<file path="config.mk">
export PLATFORM = sky130hd
export DESIGN_NAME = console_command_line_parser
export DESIGN_NICKNAME = d
export VERILOG_FILES = /design/src/rtl/ccl_pkg.sv /design/src/rtl/ccl_front.sv /design/src/rtl/ccl_fifo.sv /design/src/rtl/ccl_parse.sv /design/src/rtl/console_command_line_parser.sv
export VERILOG_INCLUDE_DIRS = /design/src /design/src/rtl
export SDC_FILE = /design/constraint.sdc
export NUM_CORES = 1
export LEC_CHECK = 0
export ABC_CLOCK_PERIOD_IN_PS = 4100
export BUFFER_PORTS_ARGS = -buffer_cell sky130_fd_sc_hd__buf_2
export CORE_MARGIN = 2
export CORE_UTILIZATION = 60
export CTS_CLUSTER_DIAMETER = 100
export DETAILED_ROUTE_END_ITERATION = 10
export PLACE_DENSITY = 0.78
export SLEW_MARGIN = 20
export SYNTH_ARGS = -nofsm -noshare
export SYNTH_HDL_FRONTEND = slang
export SYNTH_HIERARCHICAL = 1
export SYNTH_SLANG_ARGS = --single-unit
</file>
<file path="constraint.sdc">
create_clock -name i_clk -period 4.1 [get_ports i_clk]
set_input_delay 0.41 -clock i_clk [delete_from_list [all_inputs] [get_ports i_clk]]
set_output_delay 0.41 -clock i_clk [all_outputs]
set_load 0.01 [all_outputs]
</file>
<file path="src/rtl/console_command_line_parser_assert.svh">
// ----------------------------------------------------------------------------
// Console command line parser - assertion macros
// Shared property macros, clocked on i_clk and idle while i_rst_n is low.
// ----------------------------------------------------------------------------
`ifndef CONSOLE_COMMAND_LINE_PARSER_ASSERT_SVH
`define CONSOLE_COMMAND_LINE_PARSER_ASSERT_SVH

// same-cycle implication
`define CCL_ASSERT_NOW(lbl, ante, cons, msg) \
    lbl: assert property (@(posedge i_clk) disable iff (!i_rst_n) (ante) |-> (cons)) \
        else $error(msg);

// next-cycle implication
`define CCL_ASSERT_NEXT(lbl, ante, cons, msg) \
    lbl: assert property (@(posedge i_clk) disable iff (!i_rst_n) (ante) |=> (cons)) \
        else $error(msg);

`endif

</file>
<file path="src/rtl/ccl_pkg.sv">
// ----------------------------------------------------------------------------
// ccl_pkg
// Types, verb table and helper functions of the console command line parser.
// ----------------------------------------------------------------------------
package ccl_pkg;

    localparam int NUM_VERBS = 19;
    localparam int VERB_MAX_LEN = 13;

    localparam logic [4:0] CODE_NONE    = 5'd0;
    localparam logic [4:0] CODE_UNKNOWN = 5'd1;

    localparam logic [VERB_MAX_LEN*8-1:0] VERB_TEXT [NUM_VERBS] = '{
        "help", "?", "status", "getcanspeed", "setcanspeed", "getflowpin",
        "setflowpin", "getmetric", "setmetric", "getk", "setk", "reset",
        "getcapture", "setcapture", "getcanreset", "setcanreset",
        "getpulseguard", "setpulseguard", "debug"
    };

    localparam logic [3:0] VERB_LEN [NUM_VERBS] = '{
        4'd4, 4'd1, 4'd6, 4'd11, 4'd11, 4'd10, 4'd10, 4'd9, 4'd9, 4'd4,
        4'd4, 4'd5, 4'd10, 4'd10, 4'd11, 4'd11, 4'd13, 4'd13, 4'd5
    };

    localparam logic [4:0] VERB_CODE [NUM_VERBS] = '{
        5'd2, 5'd2, 5'd3, 5'd4, 5'd5, 5'd6, 5'd7, 5'd8, 5'd9, 5'd10,
        5'd11, 5'd12, 5'd13, 5'd14, 5'd15, 5'd16, 5'd17, 5'd18, 5'd19
    };

    localparam logic [NUM_VERBS-1:0] ALL_VERBS = {NUM_VERBS{1'b1}};

    typedef struct packed {
        logic [7:0] lc;
        logic       is_end;
        logic       is_ws;
        logic       is_digit;
        logic       is_plus;
        logic       is_minus;
        logic [3:0] digit;
    } t_byte_class;

    typedef struct packed {
        logic [4:0]         code;
        logic               present;
        logic               valid;
        logic signed [31:0] value;
    } t_result;

    function automatic logic [7:0] verb_chr(int idx, logic [3:0] pos);
        int k;
        k = (int'(VERB_LEN[idx]) - 1 - int'(pos)) * 8;
        if (pos >= VERB_LEN[idx]) begin
            return 8'h00;
        end
        return VERB_TEXT[idx][k +: 8];
    endfunction

    function automatic logic [NUM_VERBS-1:0] verb_step(logic [NUM_VERBS-1:0] mask,
                                                       logic [3:0] pos, logic [7:0] lc);
        logic [NUM_VERBS-1:0] m;
        m = mask;
        for (int i = 0; i < NUM_VERBS; i++) begin
            if (pos >= VERB_LEN[i] || verb_chr(i, pos) != lc) begin
                m[i] = 1'b0;
            end
        end
        return m;
    endfunction

    function automatic logic [NUM_VERBS-1:0] verb_close(logic [NUM_VERBS-1:0] mask,
                                                        logic [3:0] pos);
        logic [NUM_VERBS-1:0] m;
        m = mask;
        for (int i = 0; i < NUM_VERBS; i++) begin
            if (VERB_LEN[i] != pos) begin
                m[i] = 1'b0;
            end
        end
        return m;
    endfunction

    function automatic logic [4:0] verb_pick(logic [NUM_VERBS-1:0] mask);
        logic [4:0] code;
        code = CODE_UNKNOWN;
        for (int i = NUM_VERBS - 1; i >= 0; i--) begin
            if (mask[i]) begin
                code = VERB_CODE[i];
            end
        end
        return code;
    endfunction

endpackage

</file>
<file path="src/rtl/ccl_front.sv">
// ----------------------------------------------------------------------------
// ccl_front
// Input side: takes line bytes and classifies them for the parser queue.
// ----------------------------------------------------------------------------
module ccl_front (
    input  logic                 i_valid,
    output logic                 o_ready,
    input  logic [7:0]           i_byte,
    input  logic                 i_full,
    output logic                 o_push,
    output ccl_pkg::t_byte_class o_class
);
    import ccl_pkg::*;

    always_comb begin
        o_class.lc       = (i_byte >= "A" && i_byte <= "Z") ? i_byte + 8'd32 : i_byte;
        o_class.is_end   = (i_byte == 8'h00);
        o_class.is_ws    = (i_byte == " ") || (i_byte == 8'h09) ||
                           (i_byte == 8'h0D) || (i_byte == 8'h0A);
        o_class.is_digit = (i_byte >= "0") && (i_byte <= "9");
        o_class.is_plus  = (i_byte == "+");
        o_class.is_minus = (i_byte == "-");
        o_class.digit    = i_byte[3:0];
    end

    assign o_ready = !i_full;
    assign o_push  = i_valid && !i_full;

endmodule

</file>
<file path="src/rtl/ccl_fifo.sv">
// ----------------------------------------------------------------------------
// ccl_fifo
// Short queue between the classifier and the parser state machine.
// ----------------------------------------------------------------------------
module ccl_fifo #(
    parameter int Width = 8,
    parameter int Depth = 2
) (
    input  logic             i_clk,
    input  logic             i_rst_n,
    input  logic             i_push,
    input  logic [Width-1:0] i_data,
    output logic             o_full,
    input  logic             i_pop,
    output logic             o_valid,
    output logic [Width-1:0] o_data
);
    import ccl_pkg::*;

    localparam int PtrW = (Depth > 1) ? $clog2(Depth) : 1;
    localparam int CntW = $clog2(Depth + 1);
    localparam logic [PtrW-1:0] LastPtr = PtrW'(Depth - 1);
    localparam logic [CntW-1:0] FullCnt = CntW'(Depth);

    logic [Width-1:0] r_mem [Depth];
    logic [PtrW-1:0]  r_wr_ptr, n_wr_ptr;
    logic [PtrW-1:0]  r_rd_ptr, n_rd_ptr;
    logic [CntW-1:0]  r_count,  n_count;

    always_comb begin
        n_wr_ptr = r_wr_ptr;
        n_rd_ptr = r_rd_ptr;
        n_count  = r_count;
        if (i_push) begin
            n_wr_ptr = (r_wr_ptr == LastPtr) ? '0 : r_wr_ptr + 1'b1;
        end
        if (i_pop) begin
            n_rd_ptr = (r_rd_ptr == LastPtr) ? '0 : r_rd_ptr + 1'b1;
        end
        if (i_push && !i_pop) begin
            n_count = r_count + 1'b1;
        end else if (!i_push && i_pop) begin
            n_count = r_count - 1'b1;
        end
    end

    always_ff @(posedge i_clk) begin
        if (!i_rst_n) begin
            r_wr_ptr <= '0;
            r_rd_ptr <= '0;
            r_count  <= '0;
        end else begin
            r_wr_ptr <= n_wr_ptr;
            r_rd_ptr <= n_rd_ptr;
            r_count  <= n_count;
        end
    end

    always_ff @(posedge i_clk) begin
        if (i_push) begin
            r_mem[r_wr_ptr] <= i_data;
        end
    end

    assign o_full  = (r_count == FullCnt);
    assign o_valid = (r_count != '0);
    assign o_data  = r_mem[r_rd_ptr];

endmodule

</file>
<file path="src/rtl/ccl_parse.sv">
// ----------------------------------------------------------------------------
// ccl_parse
// Parser state machine: matches the verb, accumulates the argument and
// holds the finished result in the output register.
// ----------------------------------------------------------------------------
module ccl_parse (
    input  logic                 i_clk,
    input  logic                 i_rst_n,
    input  logic                 i_valid,
    input  ccl_pkg::t_byte_class i_class,
    output logic                 o_pop,
    output logic                 o_valid,
    input  logic                 i_ready,
    output ccl_pkg::t_result     o_result
);
    import ccl_pkg::*;

    localparam logic [2:0] PH_LEAD   = 3'd0;
    localparam logic [2:0] PH_VERB   = 3'd1;
    localparam logic [2:0] PH_GAP    = 3'd2;
    localparam logic [2:0] PH_SIGN   = 3'd3;
    localparam logic [2:0] PH_DIGITS = 3'd4;
    localparam logic [2:0] PH_TRAIL  = 3'd5;

    localparam logic [3:0]  POS_MAX = 4'd15;
    localparam logic [31:0] POS_LIM = 32'h7FFF_FFFF;
    localparam logic [31:0] NEG_LIM = 32'h8000_0000;

    logic [2:0]           r_phase,   n_phase;
    logic [NUM_VERBS-1:0] r_mask,    n_mask;
    logic [3:0]           r_pos,     n_pos;
    logic                 r_neg,     n_neg;
    logic [31:0]          r_mag,     n_mag;
    logic                 r_rej,     n_rej;
    logic                 r_started, n_started;
    logic                 r_out_valid, n_out_valid;
    t_result              r_result,  n_result;

    logic                 w_out_free;
    logic [35:0]          w_sum;
    logic                 w_add;
    logic [NUM_VERBS-1:0] w_end_mask;
    logic                 w_num_phase;

    assign w_out_free = !r_out_valid || i_ready;
    assign o_pop      = i_valid && (!i_class.is_end || w_out_free);
    assign w_sum      = ({4'b0, r_mag} << 3) + ({4'b0, r_mag} << 1) + {32'b0, i_class.digit};
    assign w_end_mask = (r_phase == PH_VERB) ? verb_close(r_mask, r_pos) : r_mask;
    assign w_num_phase = (r_phase == PH_DIGITS) || (r_phase == PH_TRAIL);

    always_comb begin
        n_phase     = r_phase;
        n_mask      = r_mask;
        n_pos       = r_pos;
        n_neg       = r_neg;
        n_mag       = r_mag;
        n_rej       = r_rej;
        n_started   = r_started;
        n_result    = r_result;
        n_out_valid = r_out_valid && !i_ready;
        w_add       = 1'b0;

        if (o_pop && i_class.is_end) begin
            n_result = '{code: CODE_NONE, present: 1'b0, valid: 1'b0, value: 32'sd0};
            if (r_phase != PH_LEAD) begin
                n_result.code    = verb_pick(w_end_mask);
                n_result.present = r_started;
                if (r_started && !r_rej && w_num_phase) begin
                    if (r_neg) begin
                        if (r_mag <= NEG_LIM) begin
                            n_result.valid = 1'b1;
                            n_result.value = -$signed(r_mag);
                        end
                    end else if (r_mag <= POS_LIM) begin
                        n_result.valid = 1'b1;
                        n_result.value = $signed(r_mag);
                    end
                end
            end
            n_out_valid = 1'b1;
            n_phase     = PH_LEAD;
            n_mask      = ALL_VERBS;
            n_pos       = '0;
            n_neg       = 1'b0;
            n_mag       = '0;
            n_rej       = 1'b0;
            n_started   = 1'b0;
        end else if (o_pop) begin
            unique case (r_phase)
                PH_LEAD: begin
                    if (!i_class.is_ws) begin
                        n_phase = PH_VERB;
                        n_mask  = verb_step(ALL_VERBS, 4'd0, i_class.lc);
                        n_pos   = 4'd1;
                    end
                end
                PH_VERB: begin
                    if (i_class.is_ws) begin
                        n_mask  = verb_close(r_mask, r_pos);
                        n_phase = PH_GAP;
                    end else begin
                        n_mask = verb_step(r_mask, r_pos, i_class.lc);
                        n_pos  = (r_pos == POS_MAX) ? r_pos : r_pos + 1'b1;
                    end
                end
                PH_GAP: begin
                    if (!i_class.is_ws) begin
                        n_started = 1'b1;
                        if (i_class.is_plus || i_class.is_minus) begin
                            n_neg   = i_class.is_minus;
                            n_phase = PH_SIGN;
                        end else if (i_class.is_digit) begin
                            w_add   = 1'b1;
                            n_phase = PH_DIGITS;
                        end else begin
                            n_rej   = 1'b1;
                            n_phase = PH_TRAIL;
                        end
                    end
                end
                PH_SIGN: begin
                    if (i_class.is_digit) begin
                        w_add   = 1'b1;
                        n_phase = PH_DIGITS;
                    end else begin
                        n_rej   = 1'b1;
                        n_phase = PH_TRAIL;
                    end
                end
                PH_DIGITS: begin
                    if (i_class.is_digit) begin
                        w_add = 1'b1;
                    end else if (i_class.is_ws) begin
                        n_phase = PH_TRAIL;
                    end else begin
                        n_rej   = 1'b1;
                        n_phase = PH_TRAIL;
                    end
                end
                default: begin
                    if (!i_class.is_ws) begin
                        n_rej = 1'b1;
                    end
                    n_phase = PH_TRAIL;
                end
            endcase
            if (w_add) begin
                if (w_sum[35:32] != 4'b0) begin
                    n_rej = 1'b1;
                end else begin
                    n_mag = w_sum[31:0];
                end
            end
        end
    end

    always_ff @(posedge i_clk) begin
        if (!i_rst_n) begin
            r_phase     <= PH_LEAD;
            r_mask      <= ALL_VERBS;
            r_pos       <= '0;
            r_neg       <= 1'b0;
            r_mag       <= '0;
            r_rej       <= 1'b0;
            r_started   <= 1'b0;
            r_out_valid <= 1'b0;
        end else begin
            r_phase     <= n_phase;
            r_mask      <= n_mask;
            r_pos       <= n_pos;
            r_neg       <= n_neg;
            r_mag       <= n_mag;
            r_rej       <= n_rej;
            r_started   <= n_started;
            r_out_valid <= n_out_valid;
        end
    end

    always_ff @(posedge i_clk) begin
        r_result <= n_result;
    end

    assign o_valid  = r_out_valid;
    assign o_result = r_result;

endmodule

</file>
<file path="src/rtl/console_command_line_parser.sv">
// ----------------------------------------------------------------------------
// console_command_line_parser
// A terminating byte is written into the queue, then into the parser's result
// register, before its result can be transferred. Throughput: one byte per
// cycle unless the queue is full; the parser updates its state once per byte.
// The result register frees in the cycle its transfer completes.
// Reset: synchronous, active low; clears the queue, the parser state and the
// result valid flag.
// ----------------------------------------------------------------------------
module console_command_line_parser #(
    parameter int FIFO_DEPTH = 2
) (
    input  logic        i_clk,
    input  logic        i_rst_n,
    input  logic        i_s_tvalid,
    output logic        o_s_tready,
    input  logic [7:0]  i_s_tdata,   // [7:0] line_byte
    output logic        o_m_tvalid,
    input  logic        i_m_tready,
    output logic [31:0] o_m_tdata,   // [31:0] argument_value
    output logic [6:0]  o_m_tuser    // [4:0] command_code, [5] argument_present,
                                     // [6] argument_valid
);
    import ccl_pkg::*;

    `include "console_command_line_parser_assert.svh"

    t_byte_class w_front_class;
    t_byte_class w_queue_class;
    logic        w_push;
    logic        w_full;
    logic        w_pop;
    logic        w_queue_valid;
    t_result     w_result;

    ccl_front u_front (
        .i_valid (i_s_tvalid),
        .o_ready (o_s_tready),
        .i_byte  (i_s_tdata),
        .i_full  (w_full),
        .o_push  (w_push),
        .o_class (w_front_class)
    );

    ccl_fifo #(
        .Width ($bits(t_byte_class)),
        .Depth (FIFO_DEPTH)
    ) u_fifo (
        .i_clk   (i_clk),
        .i_rst_n (i_rst_n),
        .i_push  (w_push),
        .i_data  (w_front_class),
        .o_full  (w_full),
        .i_pop   (w_pop),
        .o_valid (w_queue_valid),
        .o_data  (w_queue_class)
    );

    ccl_parse u_parse (
        .i_clk    (i_clk),
        .i_rst_n  (i_rst_n),
        .i_valid  (w_queue_valid),
        .i_class  (w_queue_class),
        .o_pop    (w_pop),
        .o_valid  (o_m_tvalid),
        .i_ready  (i_m_tready),
        .o_result (w_result)
    );

    assign o_m_tdata = w_result.value;
    assign o_m_tuser = {w_result.valid, w_result.present, w_result.code};

    `CCL_ASSERT_NOW(a_valid_present, o_m_tvalid && o_m_tuser[6], o_m_tuser[5], "no text")
    `CCL_ASSERT_NOW(a_invalid_zero, o_m_tvalid && !o_m_tuser[6], o_m_tdata == 32'd0, "value set")
    `CCL_ASSERT_NOW(a_empty_no_arg, o_m_tvalid && o_m_tuser[4:0] == CODE_NONE, !o_m_tuser[5], "text")
    `CCL_ASSERT_NEXT(a_pop_drains, w_pop && !w_push && w_full, !w_full, "queue still full")

endmodule

</file>
==> flow_metrics.py <==
metrics = {
    "job": {
        "cap_violations": 0,
    },
    "layout": {
        "syn_to_final_growth_pct": 9.20,
        "nets": 1596,
        "fin_area_mm2": 0.0131,
        "drive_gt1_share_pct": 12.1,
        "diodes": 0,
        "fin_util_pct": 67.1,
    },
    "sta": {
        "tightestPinTransition_ns": 0.929,
        "finalCritPeriodShare_pct": 94.7,
        "rsz0062_at_grt": "false",
        "hold_ws_ns": 0.258,
        "hold_viol": 0,
        "fmax_ghz": 0.258,
        "finalSetupViolations": 0,
        "setup-tns-final_ns": 0,
        "finClkSkew_ns": 0.00752,
        "slew_headroom_pct": 37.8,
        "period_minus_slack_ns": 3.88,
        "drv_slew": 0,
    },
    "setup_path": {
        "worstSetupPathType": "flop to flop",
        "critical_path_required_ns": 4.40,
        "path_cells": "mux2_2 -> fa_1 -> ha_1 -> a211oi_2 -> o211ai_1 -> a21boi_2 -> o221a_2 -> o21ai_2 -> a31o_1 -> mux2_2 -> o31ai_1 -> a21oi_1",
        "end_kind": "flop",
        "slowest_delay_ns": 0.53,
        "start_kind": "flop",
        "worst_r2r_path_depth": 12,
        "critical_path_arrival_ns": 4.19,
        "cpMostUsedCell": "mux2_2",
        "cp_slowest_cell": "fa_1",
        "critical_path.max_fanout": 8,
        "r2r-end": "u_parse/r_mag[29]",
        "endpoint": "u_parse/r_mag[29]",
        "reg2reg_setup_slack_ns": 0.22,
    },
    "clock_tree": {
        "ctsHoldBuffers": 0,
        "clock-sinks": 140,
        "clk_pin_slew_ns": 0.06,
        "clk_path_buf_depth": 2,
        "htreeDepth": 4,
        "cts_tree": "built",
        "clkLatencyLatePin_ns": 0.44,
        "ctsRootBufferMaster": "clkbuf_16",
        "numCtsBuffers": 17,
    },
    "logic_synthesis": {
        "synth_top_cells_by_area": "edfxtp_1, dfxtp_1, ha_1",
        "seq_area_frac_synth_pct": 29.3,
        "ys_warn_count": 6,
        "avgSynthCellArea_um2": 8.11,
        "netlist_area_mm2": 0.0120,
        "synth_top_area_share_pct": 18.2,
        "synth_flop_cell": "edfxtp_1",
        "yosysUniqueCellTypes": 90,
        "syn_inst": 1484,
        "synth_edf_count": 73,
        "syn-num-nets": 1585,
        "ys_ff_latch": 140,
        "synth_top_area_cell": "edfxtp_1",
        "synthArstFlopShare_pct": 0,
    },
    "drt": {
        "drt_iter0_markers": 1386,
        "via_per_inst": 6.72,
        "ant_nets": 0,
        "first_pass_iters": 6,
        "vias": 11900,
        "wl_per_cell_um": 19.3,
        "drc": 0,
        "routed_wl_um": 34300,
    },
    "global_route": {
        "overflow": 0,
        "grt_pass1_wl_um": 54000,
        "grt_antenna_before_repair": 0,
        "grt_pass1_vias": 10500,
        "globalRouteTotalUtil_pct": 31.0,
        "grt_max_degree": 52,
    },
    "floorplan": {
        "placementRows": 51,
        "fp.dieArea_mm2": 0.0212,
        "start_util_pct": 61.5,
        "pin_count": 53,
        "placeableCoreArea_mm2": 0.0196,
        "die_height_um": 146,
        "die_width_um": 146,
    },
    "power_and_ir_drop": {
        "comb_power_share_pct": 45.0,
        "irDropWorstVdd_uv": 362,
        "clock_power_share_pct": 24.2,
        "p_int_uw": 3760,
        "seqPwrFrac_pct": 30.8,
        "p_leak_uw": 0.00515,
        "p_sw_share_pct": 40.6,
        "p_sw_uw": 2580,
        "powerDensity_mw_per_mm2": 482,
    },
    "run_status": {
        "outcome": "complete, no violations",
    },
    "min_path": {
        "hp-class": "primary input to flop",
    },
    "placement": {
        "placed_cell_area_mm2": 0.0125,
        "place_hpwl_um": 23600,
        "portBuffers": 52,
        "gp_congestion": 0.973,
    },
}
[Yosys cell counts, drive strengths merged (10+ instances only)]
library cell  instances
a22oi                15
nand2b               17
inv                  39
nor4                 11
clkbuf               56
a31oi                18
nor3b                16
nand2               131
edfxtp               73
o21ai               104
xnor2                60
ha                   87
nand4                43
o31ai                35
a21boi               10
nand3                27
nor2                134
mux2                 21
dfxtp                67
xor2                 28
mux2i                15
nor3                 69
a21oi               136
buf                  46
a21o                 21
nor2b                13
or3                  13
and3                 13
o211ai               15
and2                 14
a211oi               13
[critical path: cells and delay by family, from the launching register on]
family	cells	cell delay, ns
AO/OA/AOI/OAI	8	1.74
adder cells (fa/ha/maj)	2	0.88
flip-flops	1	0.36
multiplexers	2	0.77
[what timing repair did]
| item | 4_1_cts | 5_1_grt |
|---|---|---|
| setup buffers | 0 | 2 |
| pin swaps | 0 | 2 |
| gates cloned | 0 | 2 |
| setup endpoints to repair | 2 | 33 |
| gates resized for setup | 2 | 13 |
[layout make-up]
class / instances / area [µm²]
multi-input cells: 1204 / 7960
fillers: 1624 / 6440
flip-flops and latches: 140 / 3540
repair buffers: 92 / 588
clock buffers: 17 / 425
well taps: 265 / 332
clock inverters: 15 / 161
inverters: 40 / 150
[power by group through the flow]
| stage | Clock [µW] | Combinational, µW | Sequential, µW |
|---|---|---|---|
| 6_report | 1540 | 2850 | 1950 |
| 5_1_grt | 1610 | 3110 | 1980 |
| 4_1_cts | 1550 | 2790 | 1950 |
| 3_5_place_dp | 0 | 2770 | 1970 |
| 3_3_place_gp | 0 | 2730 | 1960 |
| 2_1_floorplan | 0 | 2070 | 1960 |
[kinds of logic after synthesis]
family	after synthesis	share of synthesized area (%)
AOI/OAI and AO/OA	454	24.2
xor gates and xnor gates	88	6.40
adders and majority gates	90	9.46
buffers and inverters	142	5.19
DFF	140	29.3
muxes	36	3.24
and+or+nand+nor	534	22.2
[cells in the final DEF (no fill, tap or decap), drive strengths merged, types with 60 or more instances in the layout]
cell type	n
dfxtp	67
nand2	131
nor2	134
edfxtp	73
nor3	69
o21ai	104
ha	87
a21oi	136
xnor2	60
buf	92
[flip-flops by register name, indices dropped and copies added, names as in the netlist, 2 cells and up, named ones only]
name	flops
u_parse/r_mask	19
u_parse/r_phase	3
u_parse/o_result	39
u_fifo/r_mem	34
u_parse/r_pos	4
u_parse/r_mag	32
u_fifo/r_count	2
[metal layers]
metal / GRT usage, % / wire, µm
met5: 0 / 0
met4: 10.3 / 877
met3: 7.34 / 3660
met2: 45.4 / 14600
met1: 45.0 / 15100
[metrics by stage]
step	instances	power, µW	setup slack, ns
after floorplan	1484	4030	0.311
after global placement	1737	4690	0.160
after detailed placement	1737	4740	0.0244
after CTS	1769	6280	0.0756
after global routing	1773	6700	0.0409
final	1773	6340	0.217
[worst min-delay path by stage]
| stage | start | end | slack, ns | depth (start not counted) |
|---|---|---|---|---|
| CTS | i_s_tdata[4] | u_fifo/r_mem[0][13] | 0.25 | 1 |
| detailed placement | u_parse/r_mask[14] | u_parse/r_mask[14] | 0.46 | 2 |
| finish | i_s_tdata[4] | u_fifo/r_mem[0][13] | 0.26 | 1 |
| floorplan | u_parse/r_mask[14] | u_parse/r_mask[14] | 0.43 | 2 |
| global route | i_s_tdata[4] | u_fifo/r_mem[0][13] | 0.26 | 1 |
| global placement | u_parse/r_mask[14] | u_parse/r_mask[14] | 0.45 | 2 |
Power figures use the tool's default switching activity.
